--- src/sv/fcla_pkg.sv ---
// Shared constants, types and tables for the FCC lattice axis query pipeline.
// Holds the neighbour offset table, the reciprocal table and the beat structs.
// No dependencies; every other file of the block imports this package.
`default_nettype none

package fcla_pkg;

  localparam int COORD_BITS = 16;
  localparam int NUM_DIRS   = 12;
  localparam int ROM_DEPTH  = 72;
  localparam int ROM_IDX_W  = 7;
  localparam int DIR_W      = 4;
  localparam int LEN_W      = 18;

  // Offset site index for the mod-3 reduction: z + 3*2^(COORD_BITS-1) is never negative.
  localparam int ZU_W = COORD_BITS + 1;
  localparam logic [ZU_W-1:0] MOD3_OFFSET = ZU_W'(3 * (1 << (COORD_BITS - 1)));
  localparam logic [ZU_W-1:0] MOD3_RECIP  = ZU_W'((1 << ZU_W) / 3);

  // Cartesian coordinates (sixths of the lattice spacing) and their differences.
  localparam int V_W     = COORD_BITS + 4;
  localparam int W_W     = 5;
  localparam int DOT_W   = V_W + W_W + 2;
  localparam int DIV_W   = 4;
  localparam int RECIP_W = V_W + 1;

  localparam logic signed [V_W-1:0] CART_THREE = V_W'(3);

  typedef logic [DIR_W-1:0] dir_t;
  typedef logic signed [COORD_BITS-1:0] coord_t;

  typedef struct packed {
    coord_t x;
    coord_t y;
    coord_t z;
  } site_t;

  typedef struct packed {
    logic signed [W_W-1:0] x;
    logic signed [W_W-1:0] y;
    logic signed [W_W-1:0] z;
  } wvec_t;

  typedef struct packed {
    logic signed [V_W-1:0] x;
    logic signed [V_W-1:0] y;
    logic signed [V_W-1:0] z;
  } vvec_t;

  // Displacement and the first site's stacking class, as left by the front end.
  typedef struct packed {
    vvec_t      v;
    logic       ypar;
    logic [1:0] zm;
  } cart_beat_t;

  // Chosen direction and the operands of the step count division.
  typedef struct packed {
    logic                 found;
    dir_t                 dir;
    logic [V_W-1:0]       num;
    logic [DIV_W-1:0]     den;
    logic [RECIP_W-1:0]   recip;
  } sel_beat_t;

  function automatic logic [5:0] nb_enc(int a, int b, int c);
    return {c[1:0], b[1:0], a[1:0]};
  endfunction

  // Entry (ypar*3 + zmod)*12 + dir: dx in bits 1:0, dy in 3:2, dz in 5:4.
  localparam logic [5:0] NB_ROM [ROM_DEPTH] = '{
    nb_enc(0,-1,-1), nb_enc(1,-1,-1), nb_enc(0,0,-1), nb_enc(0,-1,0), nb_enc(1,-1,0),
    nb_enc(-1,0,0), nb_enc(1,0,0), nb_enc(0,1,0), nb_enc(1,1,0), nb_enc(0,-1,1),
    nb_enc(-1,0,1), nb_enc(0,0,1),
    nb_enc(0,0,-1), nb_enc(1,0,-1), nb_enc(1,1,-1), nb_enc(0,-1,0), nb_enc(1,-1,0),
    nb_enc(-1,0,0), nb_enc(1,0,0), nb_enc(0,1,0), nb_enc(1,1,0), nb_enc(1,-1,1),
    nb_enc(0,0,1), nb_enc(1,0,1),
    nb_enc(-1,0,-1), nb_enc(0,0,-1), nb_enc(0,1,-1), nb_enc(0,-1,0), nb_enc(1,-1,0),
    nb_enc(-1,0,0), nb_enc(1,0,0), nb_enc(0,1,0), nb_enc(1,1,0), nb_enc(0,0,1),
    nb_enc(0,1,1), nb_enc(1,1,1),
    nb_enc(-1,-1,-1), nb_enc(0,-1,-1), nb_enc(0,0,-1), nb_enc(-1,-1,0), nb_enc(0,-1,0),
    nb_enc(-1,0,0), nb_enc(1,0,0), nb_enc(-1,1,0), nb_enc(0,1,0), nb_enc(-1,-1,1),
    nb_enc(-1,0,1), nb_enc(0,0,1),
    nb_enc(0,0,-1), nb_enc(1,0,-1), nb_enc(0,1,-1), nb_enc(-1,-1,0), nb_enc(0,-1,0),
    nb_enc(-1,0,0), nb_enc(1,0,0), nb_enc(-1,1,0), nb_enc(0,1,0), nb_enc(0,-1,1),
    nb_enc(0,0,1), nb_enc(1,0,1),
    nb_enc(-1,0,-1), nb_enc(0,0,-1), nb_enc(-1,1,-1), nb_enc(-1,-1,0), nb_enc(0,-1,0),
    nb_enc(-1,0,0), nb_enc(1,0,0), nb_enc(-1,1,0), nb_enc(0,1,0), nb_enc(0,0,1),
    nb_enc(-1,1,1), nb_enc(0,1,1)
  };

  // floor(2^V_W / d) for the divisors that occur; entry 0 is unused.
  localparam logic [RECIP_W-1:0] RECIP_ROM [16] = '{
    RECIP_W'(0),
    RECIP_W'((1 << V_W) / 1),  RECIP_W'((1 << V_W) / 2),  RECIP_W'((1 << V_W) / 3),
    RECIP_W'((1 << V_W) / 4),  RECIP_W'((1 << V_W) / 5),  RECIP_W'((1 << V_W) / 6),
    RECIP_W'((1 << V_W) / 7),  RECIP_W'((1 << V_W) / 8),  RECIP_W'((1 << V_W) / 9),
    RECIP_W'((1 << V_W) / 10), RECIP_W'((1 << V_W) / 11), RECIP_W'((1 << V_W) / 12),
    RECIP_W'((1 << V_W) / 13), RECIP_W'((1 << V_W) / 14), RECIP_W'((1 << V_W) / 15)
  };

  // Cartesian displacement to the neighbour in direction dir, for a first site of
  // the given y parity and z mod 3. It depends on nothing else.
  function automatic wvec_t nb_w(logic ypar, logic [1:0] zm, dir_t dir);
    logic [ROM_IDX_W-1:0] idx;
    logic [5:0]           e;
    int                   dx, dy, dz, yi, zi, yp_n, zsum, zm_n, wx, wy, wz;
    wvec_t                w;
    idx  = ROM_IDX_W'((int'(ypar) * 3 + int'(zm)) * NUM_DIRS + int'(dir));
    e    = (idx < ROM_IDX_W'(ROM_DEPTH)) ? NB_ROM[idx] : 6'd0;
    dx   = int'($signed(e[1:0]));
    dy   = int'($signed(e[3:2]));
    dz   = int'($signed(e[5:4]));
    yi   = int'(ypar);
    zi   = int'(zm);
    yp_n = yi ^ int'(e[2]);
    zsum = zi + dz;
    zm_n = (zsum < 0) ? zsum + 3 : ((zsum > 2) ? zsum - 3 : zsum);
    wx   = 6 * dx - 3 * yp_n + 3 * yi + ((zm_n == 1) ? 3 : 0) - ((zi == 1) ? 3 : 0);
    wy   = 6 * dy + 2 * zm_n - 2 * zi;
    wz   = 6 * dz;
    w.x  = W_W'(wx);
    w.y  = W_W'(wy);
    w.z  = W_W'(wz);
    return w;
  endfunction

endpackage

`default_nettype wire

--- src/sv/fcla_if.sv ---
// Valid/ready channel interfaces for the query beats and the result beats.
// Depends on fcla_pkg for the coordinate and field widths.
`default_nettype none

interface fcla_in_if import fcla_pkg::*; ();
  logic   valid;
  logic   ready;
  coord_t from_x;
  coord_t from_y;
  coord_t from_z;
  coord_t to_x;
  coord_t to_y;
  coord_t to_z;

  modport source(output valid, output from_x, output from_y, output from_z,
                 output to_x, output to_y, output to_z, input ready);
  modport sink(input valid, input from_x, input from_y, input from_z,
               input to_x, input to_y, input to_z, output ready);
endinterface


`default_nettype wire

--- src/sv/fcla_cart.sv ---
// Front end: input register, mod-3 reduction of z and cartesian displacement.
// Depends on fcla_pkg and fcla_in_if; feeds fcla_match.
`default_nettype none

module fcla_cart import fcla_pkg::*; (
  input  wire logic   clk,
  input  wire logic   rst,
  fcla_in_if.sink     req,
  output cart_beat_t  out_beat,
  output logic        out_valid,
  input  wire logic   out_ready
);

  logic v1, v2, v3;
  logic en1, en2, en3;

  site_t            a1, b1, a2, b2;
  logic [ZU_W-1:0]  zu_a2, zu_b2, zq_a2, zq_b2;
  cart_beat_t       c3;

  logic [ZU_W-1:0]    zu_a, zu_b;
  logic [2*ZU_W-1:0]  prod_a, prod_b;
  logic [ZU_W-1:0]    r_a, r_b;
  logic [1:0]         zm_a, zm_b;
  logic signed [V_W-1:0] xa, ya, za, xb, yb, zb;
  logic signed [V_W-1:0] qxa, qya, qza, qxb, qyb, qzb;
  cart_beat_t         c_next;

  assign en3       = !v3 || out_ready;
  assign en2       = !v2 || en3;
  assign en1       = !v1 || en2;
  assign req.ready = en1;
  assign out_valid = v3;
  assign out_beat  = c3;

  always_ff @(posedge clk) begin
    if (rst) begin
      v1 <= 1'b0;
      v2 <= 1'b0;
      v3 <= 1'b0;
    end else begin
      if (en1) v1 <= req.valid;
      if (en2) v2 <= v1;
      if (en3) v3 <= v2;
    end
  end

  // Quotient estimate of zu / 3; it is the true quotient or one less.
  always_comb begin
    zu_a   = ZU_W'(a1.z) + MOD3_OFFSET;
    zu_b   = ZU_W'(b1.z) + MOD3_OFFSET;
    prod_a = (2*ZU_W)'(zu_a) * (2*ZU_W)'(MOD3_RECIP);
    prod_b = (2*ZU_W)'(zu_b) * (2*ZU_W)'(MOD3_RECIP);
  end

  always_comb begin
    r_a  = zu_a2 - (zq_a2 << 1) - zq_a2;
    r_b  = zu_b2 - (zq_b2 << 1) - zq_b2;
    zm_a = (r_a[2:0] >= 3'd3) ? 2'(r_a[2:0] - 3'd3) : r_a[1:0];
    zm_b = (r_b[2:0] >= 3'd3) ? 2'(r_b[2:0] - 3'd3) : r_b[1:0];

    xa = V_W'(a2.x);
    ya = V_W'(a2.y);
    za = V_W'(a2.z);
    xb = V_W'(b2.x);
    yb = V_W'(b2.y);
    zb = V_W'(b2.z);

    qxa = (xa <<< 2) + (xa <<< 1);
    if (a2.y[0]) qxa = qxa - CART_THREE;
    if (zm_a == 2'd1) qxa = qxa + CART_THREE;
    qya = (ya <<< 2) + (ya <<< 1) + $signed(V_W'({zm_a, 1'b0}));
    qza = (za <<< 2) + (za <<< 1);

    qxb = (xb <<< 2) + (xb <<< 1);
    if (b2.y[0]) qxb = qxb - CART_THREE;
    if (zm_b == 2'd1) qxb = qxb + CART_THREE;
    qyb = (yb <<< 2) + (yb <<< 1) + $signed(V_W'({zm_b, 1'b0}));
    qzb = (zb <<< 2) + (zb <<< 1);

    c_next.v.x  = qxb - qxa;
    c_next.v.y  = qyb - qya;
    c_next.v.z  = qzb - qza;
    c_next.ypar = a2.y[0];
    c_next.zm   = zm_a;
  end

  always_ff @(posedge clk) begin
    if (en1 && req.valid) begin
      a1 <= '{x: req.from_x, y: req.from_y, z: req.from_z};
      b1 <= '{x: req.to_x, y: req.to_y, z: req.to_z};
    end
    if (en2 && v1) begin
      a2    <= a1;
      b2    <= b1;
      zu_a2 <= zu_a;
      zu_b2 <= zu_b;
      zq_a2 <= prod_a[2*ZU_W-1:ZU_W];
      zq_b2 <= prod_b[2*ZU_W-1:ZU_W];
    end
    if (en3 && v2) begin
      c3 <= c_next;
    end
  end

  a_zm_range: assert property (@(posedge clk) disable iff (rst)
    v3 |-> (c3.zm != 2'd3))
    else $error("z mod 3 left outside 0..2");

endmodule

`default_nettype wire

--- src/flat_wrapper.sv ---
// flat-port wrapper written by rule: the top's interface ports become plain ports
module fcla_cart_flat import fcla_pkg::*;
  (clk, rst, out_beat, out_valid, out_ready, req_valid, req_from_x, req_from_y, req_from_z, req_to_x, req_to_y, req_to_z, req_ready);
  fcla_in_if req_i ();
  input  wire logic clk;
  input  wire logic rst;
  output cart_beat_t out_beat;
  output logic out_valid;
  input  wire logic out_ready;
  input wire logic [$bits(req_i.valid)-1:0] req_valid;
  input wire logic [$bits(req_i.from_x)-1:0] req_from_x;
  input wire logic [$bits(req_i.from_y)-1:0] req_from_y;
  input wire logic [$bits(req_i.from_z)-1:0] req_from_z;
  input wire logic [$bits(req_i.to_x)-1:0] req_to_x;
  input wire logic [$bits(req_i.to_y)-1:0] req_to_y;
  input wire logic [$bits(req_i.to_z)-1:0] req_to_z;
  output wire logic [$bits(req_i.ready)-1:0] req_ready;
  assign req_i.valid = req_valid;
  assign req_i.from_x = req_from_x;
  assign req_i.from_y = req_from_y;
  assign req_i.from_z = req_from_z;
  assign req_i.to_x = req_to_x;
  assign req_i.to_y = req_to_y;
  assign req_i.to_z = req_to_z;
  assign req_ready = req_i.ready;
  fcla_cart u_core (.clk(clk), .rst(rst), .req(req_i), .out_beat(out_beat), .out_valid(out_valid), .out_ready(out_ready));
endmodule
--- config.mk ---
export PLATFORM = sky130hd
export DESIGN_NAME = fcla_cart_flat
export DESIGN_NICKNAME = d
export VERILOG_FILES = /design/src/sv/fcla_pkg.sv /design/src/sv/fcla_if.sv /design/src/sv/fcla_cart.sv /design/src/flat_wrapper.sv
export SDC_FILE = /design/constraint.sdc
export NUM_CORES = 1
export LEC_CHECK = 0
export ABC_AREA = 1
export BUFFER_PORTS_ARGS = -buffer_cell sky130_fd_sc_hd__buf_2
export CAP_MARGIN = 20
export CELL_PAD_IN_SITES_DETAIL_PLACEMENT = 1
export CELL_PAD_IN_SITES_GLOBAL_PLACEMENT = 2
export CORE_UTILIZATION = 25
export DETAILED_ROUTE_END_ITERATION = 7
export PLACE_DENSITY_LB_ADDON = 0.08
export SETUP_SLACK_MARGIN = 0.02
export SYNTH_ARGS = -nofsm -noshare
export SYNTH_HDL_FRONTEND = slang
export SYNTH_SLANG_ARGS = --single-unit
--- constraint.sdc ---
create_clock -name clk -period 11.1 [get_ports clk]
set_input_delay 2.22 -clock clk [delete_from_list [all_inputs] [get_ports clk]]
set_output_delay 2.22 -clock clk [all_outputs]
set_load 0.01 [all_outputs]
-- After elaboration in Yosys (flattened, before gate mapping)
Cells that the tools add are included.
- bits in registers: 270
- bits of input ports: 100
- output and inout bits: 65
- word-level logic and storage cells: 68
- $add $sub $neg: 23
- multiply operators: 2
- muxes and demuxes: 6
- reduce and logical (&&, ||, !) cells: 9
- magnitude comparators: 2
- equal/unequal tests: 2
- operators by type and width (cell ; count):
    $add A18 B17 Y19 ; 6
    $mux W20 ; 4
    $sub A20 B20 Y20 ; 3
    $add A20 B3 Y20 const B ; 2
    $add A20 B4 Y20 ; 2
    $sub A20 B3 Y20 const B ; 2
    $mul A17 B15 Y19 const B ; 2
    $add A16 B16 Y17 const B ; 2
    $sub A3 B3 Y3 ; 4
    $ge A3 B2 Y1 const B ; 2
    $eq A2 B1 Y1 const B ; 2
    $mux W2 ; 2
    $sub A2 B2 Y2 const B ; 2
    $logic_and A1 B1 Y1 ; 3
    $logic_not A1 Y1 ; 3
    $logic_or A1 B1 Y1 ; 3

-- Logic depth before layout (Yosys ltp)
- depth in word-level cells: 7
- mapped depth: 35

-- Worst setup path before layout
Ideal clock, no wire load.
- path type: input to register
- from: input port out_ready
- to: register u_core.c3 (netlist bit u_core.out_beat[0]) (enable)
- setup time: 500 ps
- path slack: 5391 ps
- path buffers: 0
- stages: 2
- required time: 10600 ps
- arrival time: 5210 ps
- cells stage by stage: inv_1 > a21oi_1
- cells in the longest elaborated chain, start to end: 2
- ends and longest elaborated chain (item ; line ; text):
    start, declared ; flat_wrapper.sv:9 ; input wire logic out_ready;
    $logic_or A1 B1 Y1 ; fcla_cart.sv:29 ; assign en3 = !v3 || out_ready;
    $logic_and A1 B1 Y1 ; fcla_cart.sv:101 ; if (en3 && v2) begin
    end signal, assigned ; fcla_cart.sv:102 ; c3 <= c_next;
    end, declared ; fcla_cart.sv:19 ; cart_beat_t c3;
Every way passes these cells.
A chain may end at the register's enable or synchronous reset.

==> results by group <==
STA
  – Worst rel slew slack: 0.408
  – Final setup TNS: 0 ps
  – Pins over their slew limit: 0
  – Clock skew: around 21 ps
  – Final setup vio count: 0
  – Fmax: between 0.15 and 0.2 GHz
  – Crit share post-route: 0.502
  – RSZ-0062 raised after global routing: no
  – Final hold vios: 0
  – Slew @ Worst Pin: 888 ps
  – Min cycle time layout: 5570 ps
  – Worst setup margin: approximately 5500 ps

Yosys
  – Netlist Area Pre-Place: around 0.022 mm²
  – Count of cell types in the netlist: 48
  – Sequential cell area fraction in the yosys report: 0.353
  – Synth area leaders: edfxtp_1, ha_1, fa_1
  – Ys flop type: edfxtp_1
  – Synthesized instance count: 2,362
  – Most area-hungry cell type in the Yosys netlist: edfxtp_1
  – Most frequent cell after synthesis: nand2_1
  – Yosys warning count: 0
  – Yosys top cell area share: 0.350
  – Post-synthesis async set-or-reset flop share: 0
  – Most instantiated cells after synthesis: nand2_1, inv_1, ha_1
  – Post-synth EDFFs: ~260
  – Flop and latch count out of synthesis: 262
  – Avg Inst Size Synth: between 9 and 10 µm²

GRT
  – Total gr overflow: 0
  – Tot GR Track Use: 0.138
  – Vias in the first global route: 17,500
  – Largest net degree at the start of global routing: 60
  – Initial antenna violation count: 3
  – First-pass GRT wire length: about 96,000 µm

Floorplanning
  – DIE WIDTH: 300 µm
  – Core ar.: 0.0882 mm²
  – Die area: around 0.090 mm²
  – IO Count: around 170
  – Die height: roughly 300 µm
  – FP Rows: approximately 110
  – Initial Utilization: 0.252

Clock tree
  – H-Tree Depth: 2
  – Buffer depth of the longest clock path: 3
  – CTS Sinks: 262
  – Clk_lat worst skew: about 600 ps
  – CTS root buffer: clkbuf_16
  – Cts hold-fix bufs: 0
  – CTS buffer count: 37
  – Post-CTS sizing: 0
  – Post-CTS setup buffers: 0
  – CTS clk-pin slew, worst paths: about 60 ps
  – CTS tree: yes

Final layout
  – Fillers: around 10,000
  – Area occupied by multi-input gates: ~0.013 mm²
  – Seq. cell area: between 0.007 and 0.008 mm²
  – Fin area: ~0.026 mm²
  – Nets: 3,093
  – Ratio of cells with drive above 1 in the final layout: 0.124
  – Syn-to-layout area delta: 16.0%
  – Post-Route Utilization: 0.292
  – Antenna Cells: 0

Run status
  – Status: finished clean

Drt
  – Total Wirelength: 61,100 µm
  – Number of remaining DRC errors: 0
  – DR pass1 iterations: 4
  – Vias per std cell: 4.28
  – WL/cell: about 16 µm
  – Antenna Nets Post-Route: 0
  – Vias post-DR: approximately 16,000
  – Iter 0 DRT Violations: 353

Setup path
  – Required time of the critical path: about 11,000 ps
  – Crit-path max cell delay: roughly 560 ps
  – CP Class: reg -> reg
  – R2R cell count: 29
  – CP max stage cell: fa_1
  – Crit path DAT: roughly 5900 ps
  – Crit-path max FO: 6
  – Worst Setup End Kind: register
  – Crit start category: register
  – Most used cell along the critical path: nand2_1

Placement
  – Post-Place Cell Area: 0.0245 mm²
  – Pre-CTS WS: between 5000 and 6000 ps
  – Post-DP HPWL: around 50,000 µm
  – RD Place Congestion: approximately 0.81
  – Port Buffer Count: ~160

Hold path
  – WHS Path Cells: 0
  – Worst min-delay path category: reg -> reg

Power
  – LEAKAGE: between 10 and 15 nW
  – Total chip power: 6.25 mW
  – Peak VDD IR: around 170 µV
  – PD cells: between 200 and 250 mW/mm²

Run
  – Max Cap Viol: 0
## path summary, 6_finish.rpt
path,start,slack [ps],endpoint
setup reg to reg,u_core.zq_a2[0]$_DFFE_PP_,5530,u_core.out_beat[39]$_DFFE_PP_
setup / recovery,u_core.zq_a2[0]$_DFFE_PP_,5530,u_core.out_beat[39]$_DFFE_PP_
hold / removal,u_core.a1[18]$_DFFE_PP_,410,u_core.a2[18]$_DFFE_PP_
hold reg to reg,u_core.a1[18]$_DFFE_PP_,410,u_core.a2[18]$_DFFE_PP_
## flip-flops by register name, summed over array words and instances, names as in the netlist
| register | cells |
|---|---|
| u_core.out_beat | 61 |
| u_core.a1 | 48 |
| u_core.b1 | 48 |
| u_core.a2 | 46 |
| u_core.b2 | 46 |
| u_core.zq_a2 | 3 |
| u_core.zq_b2 | 3 |
| u_core.zu_a2 | 2 |
| u_core.zu_b2 | 2 |
| u_core.out_valid | 1 |
| u_core.v1 | 1 |
| u_core.v2 | 1 |
## cell usage in the layout (no fill, tap or decap), drive strengths merged, types with 22 or more instances in the layout
| master | netlist | layout |
|---|---|---|
| nand2 | 466 | 466 |
| inv | 436 | 437 |
| ha | 327 | 327 |
| edfxtp | 259 | 259 |
| buf | 3 | 165 |
| a21oi | 153 | 153 |
| nor2 | 143 | 143 |
| xor2 | 110 | 110 |
| nand3 | 110 | 110 |
| fa | 102 | 102 |
| xnor2 | 69 | 69 |
| o21ai | 57 | 57 |
| clkbuf | 0 | 38 |
| nand4 | 31 | 31 |
| nor3 | 24 | 24 |
| clkinv | 3 | 22 |
## layout make-up
cell class | count | share of cell area
multi-input cells | 1659 | 0.494
flip-flops and latches | 262 | 0.304
inverters | 439 | 0.0641
well taps | 1165 | 0.0565
clock buffers | 38 | 0.0369
repair buffers | 165 | 0.0323
clock inverters | 28 | 0.0127
## metrics by stage
| stage | hold WS, ps | std cells |
|---|---|---|
| after global routing | 421 | 3756 |
| after CTS | 417 | 3756 |
| final | 414 | 3756 |
| after detailed placement | 406 | 3690 |
| after global placement | 400 | 3690 |
| after floorplan | 400 | 2363 |
## power by group
| part | internal (mW) | switching (mW) | total (mW) |
|---|---|---|---|
| logic | 1.33 | 2.21 | 3.54 |
| registers | 1.38 | 0.0744 | 1.46 |
| clock network | 0.750 | 0.506 | 1.26 |
| total | 3.46 | 2.79 | 6.25 |
## cell families after synthesis
group,count (synthesis),synth area share
and+or+nand+nor,794,0.162
buffers and inverters,442,0.0751
adders and majority gates,429,0.276
DFF,262,0.353
AOI/OAI and AO/OA,255,0.0625
xor gates and xnor gates,179,0.0719
other,1,0.000169
## critical path: cells and delay by family (launching register included)
family / cells / cell delay [ps]
AO/OA/AOI/OAI: 7 / 1420
adder cells (fa/ha/maj): 7 / 2440
buffers and inverters: 5 / 310
flip-flops: 1 / 410
AND/OR/NAND/NOR: 10 / 750
## metal layers
layer / part of all wire / track usage / vias up
li1: - / - / 8216
met4: 0.019 / 0.0374 / 0
met2: 0.48 / 0.238 / 156
met1: 0.47 / 0.179 / 7656
met3: 0.036 / 0.0205 / 56
met5: 0 / 0 / -
Note: power is estimated with default switching activity, not from simulation.
