`src/sv/fcla_pkg.sv`:
```
// Shared constants, types and tables for the FCC lattice axis query pipeline.
// Holds the neighbour offset table, the reciprocal table and the beat structs.
// No dependencies; every other file of the block imports this package.
`default_nettype none

package fcla_pkg;

  localparam int COORD_BITS = 16;
  localparam int NUM_DIRS   = 12;
  localparam int ROM_DEPTH  = 72;
  localparam int ROM_IDX_W  = 7;
  localparam int DIR_W      = 4;
  localparam int LEN_W      = 18;

  // Offset site index for the mod-3 reduction: z + 3*2^(COORD_BITS-1) is never negative.
  localparam int ZU_W = COORD_BITS + 1;
  localparam logic [ZU_W-1:0] MOD3_OFFSET = ZU_W'(3 * (1 << (COORD_BITS - 1)));
  localparam logic [ZU_W-1:0] MOD3_RECIP  = ZU_W'((1 << ZU_W) / 3);

  // Cartesian coordinates (sixths of the lattice spacing) and their differences.
  localparam int V_W     = COORD_BITS + 4;
  localparam int W_W     = 5;
  localparam int DOT_W   = V_W + W_W + 2;
  localparam int DIV_W   = 4;
  localparam int RECIP_W = V_W + 1;

  localparam logic signed [V_W-1:0] CART_THREE = V_W'(3);

  typedef logic [DIR_W-1:0] dir_t;
  typedef logic signed [COORD_BITS-1:0] coord_t;

  typedef struct packed {
    coord_t x;
    coord_t y;
    coord_t z;
  } site_t;

  typedef struct packed {
    logic signed [W_W-1:0] x;
    logic signed [W_W-1:0] y;
    logic signed [W_W-1:0] z;
  } wvec_t;

  typedef struct packed {
    logic signed [V_W-1:0] x;
    logic signed [V_W-1:0] y;
    logic signed [V_W-1:0] z;
  } vvec_t;

  // Displacement and the first site's stacking class, as left by the front end.
  typedef struct packed {
    vvec_t      v;
    logic       ypar;
    logic [1:0] zm;
  } cart_beat_t;

  // Chosen direction and the operands of the step count division.
  typedef struct packed {
    logic                 found;
    dir_t                 dir;
    logic [V_W-1:0]       num;
    logic [DIV_W-1:0]     den;
    logic [RECIP_W-1:0]   recip;
  } sel_beat_t;

  function automatic logic [5:0] nb_enc(int a, int b, int c);
    return {c[1:0], b[1:0], a[1:0]};
  endfunction

  // Entry (ypar*3 + zmod)*12 + dir: dx in bits 1:0, dy in 3:2, dz in 5:4.
  localparam logic [5:0] NB_ROM [ROM_DEPTH] = '{
    nb_enc(0,-1,-1), nb_enc(1,-1,-1), nb_enc(0,0,-1), nb_enc(0,-1,0), nb_enc(1,-1,0),
    nb_enc(-1,0,0), nb_enc(1,0,0), nb_enc(0,1,0), nb_enc(1,1,0), nb_enc(0,-1,1),
    nb_enc(-1,0,1), nb_enc(0,0,1),
    nb_enc(0,0,-1), nb_enc(1,0,-1), nb_enc(1,1,-1), nb_enc(0,-1,0), nb_enc(1,-1,0),
    nb_enc(-1,0,0), nb_enc(1,0,0), nb_enc(0,1,0), nb_enc(1,1,0), nb_enc(1,-1,1),
    nb_enc(0,0,1), nb_enc(1,0,1),
    nb_enc(-1,0,-1), nb_enc(0,0,-1), nb_enc(0,1,-1), nb_enc(0,-1,0), nb_enc(1,-1,0),
    nb_enc(-1,0,0), nb_enc(1,0,0), nb_enc(0,1,0), nb_enc(1,1,0), nb_enc(0,0,1),
    nb_enc(0,1,1), nb_enc(1,1,1),
    nb_enc(-1,-1,-1), nb_enc(0,-1,-1), nb_enc(0,0,-1), nb_enc(-1,-1,0), nb_enc(0,-1,0),
    nb_enc(-1,0,0), nb_enc(1,0,0), nb_enc(-1,1,0), nb_enc(0,1,0), nb_enc(-1,-1,1),
    nb_enc(-1,0,1), nb_enc(0,0,1),
    nb_enc(0,0,-1), nb_enc(1,0,-1), nb_enc(0,1,-1), nb_enc(-1,-1,0), nb_enc(0,-1,0),
    nb_enc(-1,0,0), nb_enc(1,0,0), nb_enc(-1,1,0), nb_enc(0,1,0), nb_enc(0,-1,1),
    nb_enc(0,0,1), nb_enc(1,0,1),
    nb_enc(-1,0,-1), nb_enc(0,0,-1), nb_enc(-1,1,-1), nb_enc(-1,-1,0), nb_enc(0,-1,0),
    nb_enc(-1,0,0), nb_enc(1,0,0), nb_enc(-1,1,0), nb_enc(0,1,0), nb_enc(0,0,1),
    nb_enc(-1,1,1), nb_enc(0,1,1)
  };

  // floor(2^V_W / d) for the divisors that occur; entry 0 is unused.
  localparam logic [RECIP_W-1:0] RECIP_ROM [16] = '{
    RECIP_W'(0),
    RECIP_W'((1 << V_W) / 1),  RECIP_W'((1 << V_W) / 2),  RECIP_W'((1 << V_W) / 3),
    RECIP_W'((1 << V_W) / 4),  RECIP_W'((1 << V_W) / 5),  RECIP_W'((1 << V_W) / 6),
    RECIP_W'((1 << V_W) / 7),  RECIP_W'((1 << V_W) / 8),  RECIP_W'((1 << V_W) / 9),
    RECIP_W'((1 << V_W) / 10), RECIP_W'((1 << V_W) / 11), RECIP_W'((1 << V_W) / 12),
    RECIP_W'((1 << V_W) / 13), RECIP_W'((1 << V_W) / 14), RECIP_W'((1 << V_W) / 15)
  };

  // Cartesian displacement to the neighbour in direction dir, for a first site of
  // the given y parity and z mod 3. It depends on nothing else.
  function automatic wvec_t nb_w(logic ypar, logic [1:0] zm, dir_t dir);
    logic [ROM_IDX_W-1:0] idx;
    logic [5:0]           e;
    int                   dx, dy, dz, yi, zi, yp_n, zsum, zm_n, wx, wy, wz;
    wvec_t                w;
    idx  = ROM_IDX_W'((int'(ypar) * 3 + int'(zm)) * NUM_DIRS + int'(dir));
    e    = (idx < ROM_IDX_W'(ROM_DEPTH)) ? NB_ROM[idx] : 6'd0;
    dx   = int'($signed(e[1:0]));
    dy   = int'($signed(e[3:2]));
    dz   = int'($signed(e[5:4]));
    yi   = int'(ypar);
    zi   = int'(zm);
    yp_n = yi ^ int'(e[2]);
    zsum = zi + dz;
    zm_n = (zsum < 0) ? zsum + 3 : ((zsum > 2) ? zsum - 3 : zsum);
    wx   = 6 * dx - 3 * yp_n + 3 * yi + ((zm_n == 1) ? 3 : 0) - ((zi == 1) ? 3 : 0);
    wy   = 6 * dy + 2 * zm_n - 2 * zi;
    wz   = 6 * dz;
    w.x  = W_W'(wx);
    w.y  = W_W'(wy);
    w.z  = W_W'(wz);
    return w;
  endfunction

endpackage

`default_nettype wire

```
`src/sv/fcla_if.sv`:
```
// Valid/ready channel interfaces for the query beats and the result beats.
// Depends on fcla_pkg for the coordinate and field widths.
`default_nettype none


interface fcla_out_if import fcla_pkg::*; ();
  logic             valid;
  logic             ready;
  logic             found;
  dir_t             direction;
  logic [LEN_W-1:0] step_count;

  modport source(output valid, output found, output direction, output step_count,
                 input ready);
  modport sink(input valid, input found, input direction, input step_count,
               output ready);
endinterface

`default_nettype wire

```
`src/sv/fcla_div.sv`:
```
// Back end: step count by reciprocal multiply with one correction step, and the
// result register that drives the output channel.
// Depends on fcla_pkg and fcla_out_if; fed by fcla_match.
`default_nettype none

module fcla_div import fcla_pkg::*; (
  input  wire logic       clk,
  input  wire logic       rst,
  input  wire sel_beat_t  in_beat,
  input  wire logic       in_valid,
  output logic            in_ready,
  fcla_out_if.source      rsp
);

  logic v6, v7;
  logic en6, en7;

  logic               f6;
  dir_t               dir6;
  logic [V_W-1:0]     num6, q6;
  logic [DIV_W-1:0]   den6;

  logic               f7;
  dir_t               dir7;
  logic [LEN_W-1:0]   len7;

  logic [2*V_W:0]       prod;
  logic [V_W+DIV_W-1:0] qd;
  logic [V_W:0]         rem, twice_den;
  logic [V_W-1:0]       q_fix;

  assign en7       = !v7 || rsp.ready;
  assign en6       = !v6 || en7;
  assign in_ready  = en6;

  assign rsp.valid      = v7;
  assign rsp.found      = f7;
  assign rsp.direction  = dir7;
  assign rsp.step_count = len7;

  always_ff @(posedge clk) begin
    if (rst) begin
      v6 <= 1'b0;
      v7 <= 1'b0;
    end else begin
      if (en6) v6 <= in_valid;
      if (en7) v7 <= v6;
    end
  end

  // The estimate is the true quotient or one less, so the remainder is below
  // twice the divisor and one compare settles it.
  always_comb begin
    prod      = (2*V_W+1)'(in_beat.num) * (2*V_W+1)'(in_beat.recip);
    qd        = (V_W+DIV_W)'(q6) * (V_W+DIV_W)'(den6);
    rem       = {1'b0, num6} - qd[V_W:0];
    twice_den = (V_W+1)'({den6, 1'b0});
    q_fix     = (rem >= (V_W+1)'(den6)) ? q6 + V_W'(1) : q6;
  end

  always_ff @(posedge clk) begin
    if (en6 && in_valid) begin
      f6   <= in_beat.found;
      dir6 <= in_beat.dir;
      num6 <= in_beat.num;
      den6 <= in_beat.den;
      q6   <= prod[2*V_W-1:V_W];
    end
    if (en7 && v6) begin
      f7   <= f6;
      dir7 <= f6 ? dir6 : '0;
      len7 <= f6 ? LEN_W'(q_fix) : '0;
    end
  end

  a_rem_bound: assert property (@(posedge clk) disable iff (rst)
    v6 |-> (rem < twice_den))
    else $error("reciprocal quotient estimate off by more than one");

  a_miss_zero: assert property (@(posedge clk) disable iff (rst)
    (v7 && !f7) |-> ((dir7 == '0) && (len7 == '0)))
    else $error("miss result carries a direction or step count");

endmodule

`default_nettype wire

```
`src/flat_wrapper.sv`:
```
// flat-port wrapper written by rule: the top's interface ports become plain ports
module fcla_div_flat import fcla_pkg::*;
  (clk, rst, in_beat, in_valid, in_ready, rsp_valid, rsp_found, rsp_direction, rsp_step_count, rsp_ready);
  fcla_out_if rsp_i ();
  input  wire logic clk;
  input  wire logic rst;
  input  wire sel_beat_t in_beat;
  input  wire logic in_valid;
  output logic in_ready;
  output wire logic [$bits(rsp_i.valid)-1:0] rsp_valid;
  output wire logic [$bits(rsp_i.found)-1:0] rsp_found;
  output wire logic [$bits(rsp_i.direction)-1:0] rsp_direction;
  output wire logic [$bits(rsp_i.step_count)-1:0] rsp_step_count;
  input wire logic [$bits(rsp_i.ready)-1:0] rsp_ready;
  assign rsp_valid = rsp_i.valid;
  assign rsp_found = rsp_i.found;
  assign rsp_direction = rsp_i.direction;
  assign rsp_step_count = rsp_i.step_count;
  assign rsp_i.ready = rsp_ready;
  fcla_div u_core (.clk(clk), .rst(rst), .in_beat(in_beat), .in_valid(in_valid), .in_ready(in_ready), .rsp(rsp_i));
endmodule
```
`config.mk`:
```
export PLATFORM = sky130hd
export DESIGN_NAME = fcla_div_flat
export DESIGN_NICKNAME = d
export VERILOG_FILES = /design/src/sv/fcla_pkg.sv /design/src/sv/fcla_if.sv /design/src/sv/fcla_div.sv /design/src/flat_wrapper.sv
export SDC_FILE = /design/constraint.sdc
export NUM_CORES = 1
export LEC_CHECK = 0
export BUFFER_PORTS_ARGS = -buffer_cell sky130_fd_sc_hd__buf_2
export CELL_PAD_IN_SITES_DETAIL_PLACEMENT = 0
export CELL_PAD_IN_SITES_GLOBAL_PLACEMENT = 2
export CORE_MARGIN = 3
export CORE_UTILIZATION = 45
export CTS_CLUSTER_SIZE = 8
export DETAILED_ROUTE_END_ITERATION = 12
export GPL_TIMING_DRIVEN = 0
export MAX_ROUTING_LAYER = met4
export PLACE_DENSITY = 0.93
export SLEW_MARGIN = 10
export SYNTH_ARGS = -nofsm -noshare
export SYNTH_HDL_FRONTEND = slang
export SYNTH_SLANG_ARGS = --single-unit
```
`constraint.sdc`:
```
create_clock -name clk -period 22.6 [get_ports clk]
set_input_delay 6.78 -clock clk [delete_from_list [all_inputs] [get_ports clk]]
set_output_delay 6.78 -clock clk [all_outputs]
set_load 0.01 [all_outputs]
```
# Word-level counts from Yosys, hierarchy flattened
# Cells that the tools add are included.
word_totals:
  regBits: 74
  latch_bits: 0
  mem_bits_rw: 0
  mem_bits_ro: 0
  in_bits: 54
  out_inout_bits: 25
  memories: 0
op_classes:
  add_sub_neg: 2
  multipliers: 2
  div_mod_pow: 0
  order_cmp: 1
  eq_ne: 0
  shifts: 0
  mux: 1
  bitwise_logic: 0
  n_reduce_logical: 6
ops:
  columns: ["op", "count"]
  rows:
  - ["20-bit by 21-bit multiplier with 40-bit output", 1]
  - ["21-bit by 4-bit greater-or-equal comparator with 1-bit output", 1]
  - ["20-bit by 4-bit multiplier with 21-bit output", 1]
  - ["20-bit by 21-bit subtractor with 21-bit output", 1]
  - ["18-bit by 1-bit adder with 18-bit output (second input constant)", 1]
  - ["18-bit 2-to-1 mux", 1]
  - ["1-bit logical AND", 2]
  - ["1-bit zero test", 2]
  - ["1-bit logical OR", 2]

# Longest topological paths before layout
# Gate-level depths: netlist of the first run.
depth:
  ltp_word: 4
  mapped_depth: 26

# Least setup slack after synthesis of the first run
# Ideal clock, no wire load.
synth_path:
  path_kind: "input-to-output"
  startpoint: "in rsp_ready"
  endpoint: "out in_ready"
  t_arrival_ns: 7.094
  required_ns: 15.820
  setup_slack_ns: 8.726
  path_stages: 2
  path_buffers: 0
  cell_sequence: "nor2b_1 -> nand2_1"
synth_via:
  elab_chain_len: 2
synth_rtl:
  columns: ["item", "line", "rtl"]
  rows:
  - ["start: declaration", "flat_wrapper.sv:14", "input wire logic [$bits(rsp_i.ready)-1:0] rsp_ready;"]
  - ["1-bit logical OR", "fcla_div.sv:32", "assign en7 = !v7 || rsp.ready;"]
  - ["1-bit logical OR", "fcla_div.sv:33", "assign en6 = !v6 || en7;"]
  - ["end: declaration", "flat_wrapper.sv:9", "output logic in_ready;"]
# No other way between the ends.

# Worst setup path after layout of the first run
layout_path:
  startpoint: "in in_beat[1] (netlist name)"
  endpoint: "reg u_core.q6[14], data pin"
layout_via:
  elab_chain_len: 1
layout_rtl:
  columns: ["item", "line", "rtl"]
  rows:
  - ["start: declaration", "flat_wrapper.sv:7", "input wire sel_beat_t in_beat;"]
  - ["20-bit by 21-bit multiplier with 40-bit output", "fcla_div.sv:54", "prod = (2*V_W+1)'(in_beat.num) * (2*V_W+1)'(in_beat.recip);"]
  - ["net u_core.prod[34]", "fcla_div.sv:27", "logic [2*V_W:0] prod;"]
  - ["end signal: assignment", "fcla_div.sv:67", "q6 <= prod[2*V_W-1:V_W];"]
  - ["end: declaration", "fcla_div.sv:20", "logic [V_W-1:0] num6, q6;"]
# The timed path passes the listed nets, and every way through them passes these cells.
# A chain may end at the register's enable or synchronous reset.

==> results.sh, run 1 <==
export IMPL_grt_first_pass_wirelength_um=86480
export IMPL_total_routed_wirelength_um=55020
export IMPL_setup_repair_after_global_routing_missed_its_margin="false"
export IMPL_worst_clock_skew_ps=5.951
export IMPL_maxSlewHeadroom_pct=34.53
export IMPL_cts_repair_resized=0
export IMPL_regToRegEndpoint="u_core.rsp.step_count[1]"
export IMPL_clock_sinks=74
export IMPL_critPathMaxFanout=10
export IMPL_synth_top_cells_by_area="sky130_fd_sc_hd__fa_1, sky130_fd_sc_hd__ha_1, sky130_fd_sc_hd__edfxtp_1"
export IMPL_outcome="finished, final reports clean"
export IMPL_endpoint="u_core.q6[14]"
export IMPL_synth_distinct_cells=61
export IMPL_drc=0
export IMPL_placement_setup_worst_slack_ps=8022
export IMPL_finalHoldViolations=0
export IMPL_critPathKind="in -> reg"
export IMPL_hold_path_class="reg -> reg"
export IMPL_synth_top_area_share_pct=40.40
export IMPL_number_of_buffers_inserted_during_clock_tree_synthesis=9
export IMPL_cp_slowest_stage_delay_ps=660
export IMPL_gr_total_overflow=0
export IMPL_synth_yosys_seq_area_share_pct=11.42
export IMPL_layout_setup_ws_ps=8409
export IMPL_finalSetupViolations=0
export IMPL_cts_clk_slew_worst_paths_ps=60
export IMPL_post_synth_top_area_cell="sky130_fd_sc_hd__fa_1"
export IMPL_dr_total_vias=14314
export IMPL_hpwl_um=46160
export IMPL_critical_path_required_ps=22680
export IMPL_r2r_worst_path_cells=21
export IMPL_avgViaCountPerCell=5.303
export IMPL_antenna_found_initial=2
export IMPL_timing_final_crit_period_ps=14190
export IMPL_finalNonFillerCells=2699
export IMPL_synth_area_per_cell_um2=9.258
export IMPL_clock_path_buffers=2
export IMPL_cts_tree="done"
export IMPL_setup_reg_to_reg_worst_slack_ps=15970
export IMPL_post_synth_instance_area_um2=19270
export IMPL_dr_first_iter_drc_count=917
export IMPL_fmax_ghz=0.07047
export IMPL_syn_inst=2082
export IMPL_yosys_warnings=0
export IMPL_worst_path_max_delay_cell="sky130_fd_sc_hd__clkbuf_1"
export IMPL_htreeDepth=3
export IMPL_coreArea_um2=42130
export IMPL_synth_top_flop_cell="sky130_fd_sc_hd__edfxtp_1"
export IMPL_regToRegStartpoint="u_core.den6[1]"
export IMPL_grt_max_degree=36
export IMPL_drv_max_cap_violation_count=0
export IMPL_postCtsSetupRepairBufs=0
export IMPL_cp_start_kind="input pin"
export IMPL_fin_nets=2772
export IMPL_worst_skew_pair_late_latency_ps=340
export IMPL_grt_use_total_pct=25.96
export IMPL_final_max_slew_violation_count=0
export IMPL_synth_async_reset_ratio_pct=0
export IMPL_cts_root_buf="sky130_fd_sc_hd__clkbuf_16"
export IMPL_post_place_cells=2683
export IMPL_areaGrowthSynthToFinish_pct=6.862
export IMPL_fp_dieArea_um2=45350
export IMPL_ctsHoldBuffers=0
export IMPL_final_core_util_pct=48.88
export IMPL_drive_gt1_share_pct=4.259
export IMPL_detail_route_wl_per_cell_um=20.39
export IMPL_antennaDiodeCount=0
export IMPL_initial_utilization_pct=45.75
export IMPL_synth_ff_latch_count=74
export IMPL_number_of_enable_flip_flop_cells_after_synthesis=72
export IMPL_num_fill_cells=4002
export IMPL_setup_total_negative_slack_ps=0
export IMPL_syn_nets=2699
export IMPL_antenna_violating_nets_post_route=0
export IMPL_core_rowCount=75
export IMPL_io_buffer_count=60
export IMPL_finalWeightedCongestion=0.9029
export IMPL_grt_pass1_vias=15274
export IMPL_max_slew_worst_pin_slew_ps=982.0
export IMPL_post_route_period_util_pct=62.79
export IMPL_drt_pass1_iter_count=5
export IMPL_cp_arrival_ps=14270
export IMPL_timing_critical_path_mode_cell="sky130_fd_sc_hd__fa_1"
export IMPL_cp_startpoint="in_beat[1]"
export IMPL_setup_worst_path_end_class="flop"
export IMPL_die_width_um=213.0
export IMPL_floorplan_die_height_um=213.0
export IMPL_io_pins=79
==> registers in the layout (all words and copies together) (netlist names) <==
signal,flops
u_core.q6,20
u_core.num6,20
u_core.f6,1
u_core.den6,4
u_core.rsp.valid,1
u_core.rsp.direction,4
u_core.v6,1
u_core.rsp.step_count,18
u_core.dir6,4
u_core.rsp.found,1
==> area by class of cell <==
type / instances / area, um2 / area share [%]
multi-input combinational: 1439 / 14920 / 72.42
sequential: 74 / 2202 / 10.69
inverter: 463 / 1738 / 8.438
tap: 539 / 674.4 / 3.274
buffer: 106 / 422.9 / 2.053
timing repair buffer: 62 / 335.3 / 1.628
clock buffer: 9 / 225.2 / 1.093
clock inverter: 7 / 83.83 / 0.4070
==> cells in the mapped netlist (all sizes together), types with 6 or more instances <==
library cell	number
a211oi	9
a21o	17
a21oi	45
and2	273
buf	6
clkbuf	100
edfxtp	72
fa	389
ha	174
inv	463
nand2	264
nand2b	9
nand3	16
nand4	17
nor2	28
nor2b	10
nor3	9
o211ai	6
o21a	8
o21ai	37
o31ai	18
or3	7
or4	10
xnor2	25
xor2	13
==> critical path, delay by kind of cell <==
kind | cells | cell delay (ps)
adder cells (fa/ha/maj) | 8 | 3310
XOR/XNOR | 1 | 130
AO/OA/AOI/OAI | 7 | 1810
AND/OR/NAND/NOR | 2 | 690
buffers and inverters | 7 | 1530
==> worst min path at each step <==
stage | start | endpoint | cells after the start
after global placement | u_core.f6 | u_core.rsp.found | 0
after global routing | u_core.f6 | u_core.rsp.found | 0
after floorplan | u_core.f6 | u_core.rsp.found | 0
final | u_core.f6 | u_core.rsp.found | 0
after CTS | u_core.f6 | u_core.rsp.found | 0
after detailed placement | u_core.f6 | u_core.rsp.found | 0
==> layer usage <==
layer,part of all wire (%),global-route usage (%),vias up,wire (um)
met2,47,42.02,455,26120
li1,-,-,6473,-
met5,0,-,-,0
met3,6.0,2.659,100,3281
met1,44,35.04,7286,23970
met4,3.0,7.525,0,1648
==> cell families (layout without fill, tap and decap cells) <==
family                   count (synthesis)  after routing  synth area share (%)
AND/OR/NAND/NOR                        661            661                 17.77
buffers and inverters                  569            647                 11.21
adder cells (fa/ha/maj)                563            563                 51.70
AO/OA/AOI/OAI                          173            173                 5.959
flip-flops                              74             74                 11.42
XOR/XNOR                                38             38                 1.727
multiplexers                             4              4                0.2077
==> cell usage in the layout, fill, tap and decap left out, types with 9 or more instances in the layout <==
cell / instances
sky130_fd_sc_hd__a211oi_1: 9
sky130_fd_sc_hd__a21o_1: 17
sky130_fd_sc_hd__a21oi_1: 45
sky130_fd_sc_hd__and2_1: 272
sky130_fd_sc_hd__buf_2: 62
sky130_fd_sc_hd__clkbuf_1: 100
sky130_fd_sc_hd__clkbuf_16: 9
sky130_fd_sc_hd__edfxtp_1: 72
sky130_fd_sc_hd__fa_1: 389
sky130_fd_sc_hd__ha_1: 174
sky130_fd_sc_hd__inv_1: 463
sky130_fd_sc_hd__nand2_1: 264
sky130_fd_sc_hd__nand2b_1: 9
sky130_fd_sc_hd__nand3_1: 16
sky130_fd_sc_hd__nand4_1: 17
sky130_fd_sc_hd__nor2_1: 28
sky130_fd_sc_hd__nor2b_1: 9
sky130_fd_sc_hd__nor3_1: 9
sky130_fd_sc_hd__o21ai_0: 29
sky130_fd_sc_hd__o31ai_1: 18
sky130_fd_sc_hd__or4_1: 10
sky130_fd_sc_hd__xnor2_1: 25
sky130_fd_sc_hd__xor2_1: 13
==> metrics by stage <==
stage	hold WS (ps)	cell area, um2
6_report	473.7	20600
3_5_place_dp	449.7	20290
4_1_cts	465.2	20600
5_1_grt	486.0	20600
2_1_floorplan	424.4	19270
3_3_place_gp	441.5	20250
Power of run 1 is not shown: default switching activity piles up to over one toggle a cycle in this logic, so the estimate is an artifact.
==> inputs of run 2 (changes only) <==
--- a/config.mk
+++ b/config.mk
@@ -9,12 +9,12 @@
 export CELL_PAD_IN_SITES_DETAIL_PLACEMENT = 0
 export CELL_PAD_IN_SITES_GLOBAL_PLACEMENT = 2
 export CORE_MARGIN = 3
-export CORE_UTILIZATION = 45
+export CORE_UTILIZATION = 38
 export CTS_CLUSTER_SIZE = 8
 export DETAILED_ROUTE_END_ITERATION = 12
 export GPL_TIMING_DRIVEN = 0
 export MAX_ROUTING_LAYER = met4
-export PLACE_DENSITY = 0.93
+export PLACE_DENSITY = 0.84
 export SLEW_MARGIN = 10
 export SYNTH_ARGS = -nofsm -noshare
 export SYNTH_HDL_FRONTEND = slang
==> constraint.sdc (replaced) <==
create_clock -name clk -period 12.5 [get_ports clk]
set_input_delay 3.75 -clock clk [delete_from_list [all_inputs] [get_ports clk]]
set_output_delay 3.75 -clock clk [all_outputs]
set_load 0.01 [all_outputs]
==> run 2 against run 1 <==
Against the previous run: routed wire length up 1.7%; clock skew up 3.4 ps; cell area up 0.69%; sequential cell count unchanged; count of clock-buffer cells in the layout unchanged; via count down 1.6%; global-route usage down 3.7 points; core utilization down 7.0 points; cell count up 4.6%; sequential share of layout area down 0.073 points; register-to-register slack worse by 10000 ps; non-clock buffer count unchanged.
==> results.sh, run 2 (same netlist as run 1, synthesis figures left out) <==
export IMPL_outcome="finished, final reports clean"
export IMPL_grt_first_pass_wirelength_um=87530
export IMPL_final_max_slew_violation_count=0
export IMPL_maxSlewHeadroom_pct=28.95
export IMPL_hpwl_um=46980
export IMPL_antennaDiodeCount=0
export IMPL_grt_met2_usage_pct=35.59
export IMPL_grt_pass1_vias=15179
export IMPL_area_of_combinational_cells_with_multiple_inputs_um2=14920
export IMPL_grt_max_degree=37
export IMPL_dr_total_vias=14089
export IMPL_initial_utilization_pct=38.89
export IMPL_drt_pass1_iter_count=5
export IMPL_clock_sinks=74
export IMPL_cp_slowest_stage_delay_ps=630
export IMPL_die_width_um=231.2
export IMPL_core_rowCount=81
export IMPL_dr_first_iter_drc_count=787
export IMPL_timing_critical_path_mode_cell="sky130_fd_sc_hd__fa_1"
export IMPL_layout_common_cells="sky130_fd_sc_hd__inv_1, sky130_fd_sc_hd__fa_1, sky130_fd_sc_hd__and2_1"
export IMPL_gr_max_usage_layer="met2"
export IMPL_drv_max_cap_violation_count=0
export IMPL_gr_usage_met3_pct=3.085
export IMPL_final_common_cell="sky130_fd_sc_hd__inv_1"
export IMPL_htreeDepth=3
export IMPL_drive_gt1_share_pct=4.259
export IMPL_number_of_buffers_inserted_during_clock_tree_synthesis=9
export IMPL_detail_route_wl_per_cell_um=19.82
export IMPL_areaGrowthSynthToFinish_pct=7.595
export IMPL_cts_root_buf="sky130_fd_sc_hd__clkbuf_16"
export IMPL_setup_worst_path_end_class="flop"
export IMPL_setup_total_negative_slack_ps=0
export IMPL_postCtsSetupRepairBufs=0
export IMPL_critPathMaxFanout=10
export IMPL_worst_path_max_delay_cell="sky130_fd_sc_hd__clkbuf_1"
export IMPL_timing_final_crit_period_ps=11110
export IMPL_num_fill_cells=4984
export IMPL_cts_clk_slew_worst_paths_ps=70
export IMPL_antenna_found_initial=1
export IMPL_grt_use_total_pct=22.23
export IMPL_clock_path_buffers=2
export IMPL_finalSetupViolations=0
export IMPL_setup_repair_after_global_routing_missed_its_margin="false"
export IMPL_cp_start_kind="input pin"
export IMPL_critical_path_required_ps=12590
export IMPL_cp_arrival_ps=11200
export IMPL_io_pins=79
export IMPL_finalWeightedCongestion=0.8910
export IMPL_cts_tree="done"
export IMPL_coreArea_um2=49560
export IMPL_worst_clock_skew_ps=9.319
export IMPL_max_slew_worst_pin_slew_ps=1066
export IMPL_gr_total_overflow=0
export IMPL_hold_path_class="reg -> reg"
export IMPL_worst_skew_pair_late_latency_ps=360
export IMPL_post_route_period_util_pct=88.87
export IMPL_io_buffer_count=60
export IMPL_avgViaCountPerCell=4.989
export IMPL_critPathKind="in -> reg"
export IMPL_fp_dieArea_um2=53460
export IMPL_floorplan_die_height_um=231.2
export IMPL_fin_nets=2772
export IMPL_grt_met1_usage_pct=29.54
export IMPL_ctsHoldBuffers=0
export IMPL_antenna_violating_nets_post_route=0
export IMPL_fmax_ghz=0.09002
export IMPL_drc=0
export IMPL_final_seq_area_um2=2202
export IMPL_total_routed_wirelength_um=55970
export IMPL_finalHoldViolations=0
export IMPL_cts_repair_resized=0
## run 2: cell count changes in the layout (fill, tap and decap cells not counted)
cell / previous run / this run
sky130_fd_sc_hd__bufinv_16: 1 / 0
sky130_fd_sc_hd__clkinvlp_4: 1 / 0
sky130_fd_sc_hd__inv_8: 1 / 3
## run 2: path summary, 6_finish.rpt
kind / slack (ps) / depth (start not counted) / endpoint / from
worst min-delay path: 460 / 0 / u_core.rsp.found / u_core.f6
worst max register to register: 6020 / 20 / u_core.rsp.step_count[1] / u_core.den6[2]
worst min register to register: 460 / 0 / u_core.rsp.found / u_core.f6
worst max-delay path: 1390 / 25 / u_core.q6[14] / in_beat[1]
## run 2: area by class of cell
| cell class | instances | share of cell area [%] |
|---|---|---|
| multi-input combinational | 1439 | 71.92 |
| sequential | 74 | 10.62 |
| inverter | 463 | 8.380 |
| tap | 664 | 4.006 |
| buffer | 106 | 2.039 |
| timing repair buffer | 62 | 1.617 |
| clock buffer | 9 | 1.086 |
| clock inverter | 7 | 0.3318 |
## run 2: critical path: cells and delay by family
family,cells,cell delay (ps)
AOI/OAI and AO/OA,7,1770
xor gates and xnor gates,1,130
adders and majority gates,8,3320
buffers and inverters,7,1550
and+or+nand+nor,2,690
## run 2: metal layers
layer / wire length (um) / vias to the layer above / share of wire, %
li1: - / 6463 / -
met1: 24980 / 7192 / 45
met4: 1693 / 0 / 3.0
met2: 26280 / 364 / 47
met3: 3025 / 70 / 5.4
met5: 0 / - / 0
## run 2: stage by stage
stage          area [um2]  hold slack, ps  util [%]  setup slack (ps)  std cells
4_1_cts             20740           454.8     41.85              1406       2824
3_3_place_gp        20410           429.3     41.18             998.0       2806
5_1_grt             20740           474.7     41.85              1000       2824
6_report            20740           457.0     41.85              1392       2824
3_5_place_dp        20440           438.3     41.25              1037       2808
2_1_floorplan       19270           424.4         -              2447       2082
Power of run 2 is left out for the same reason.
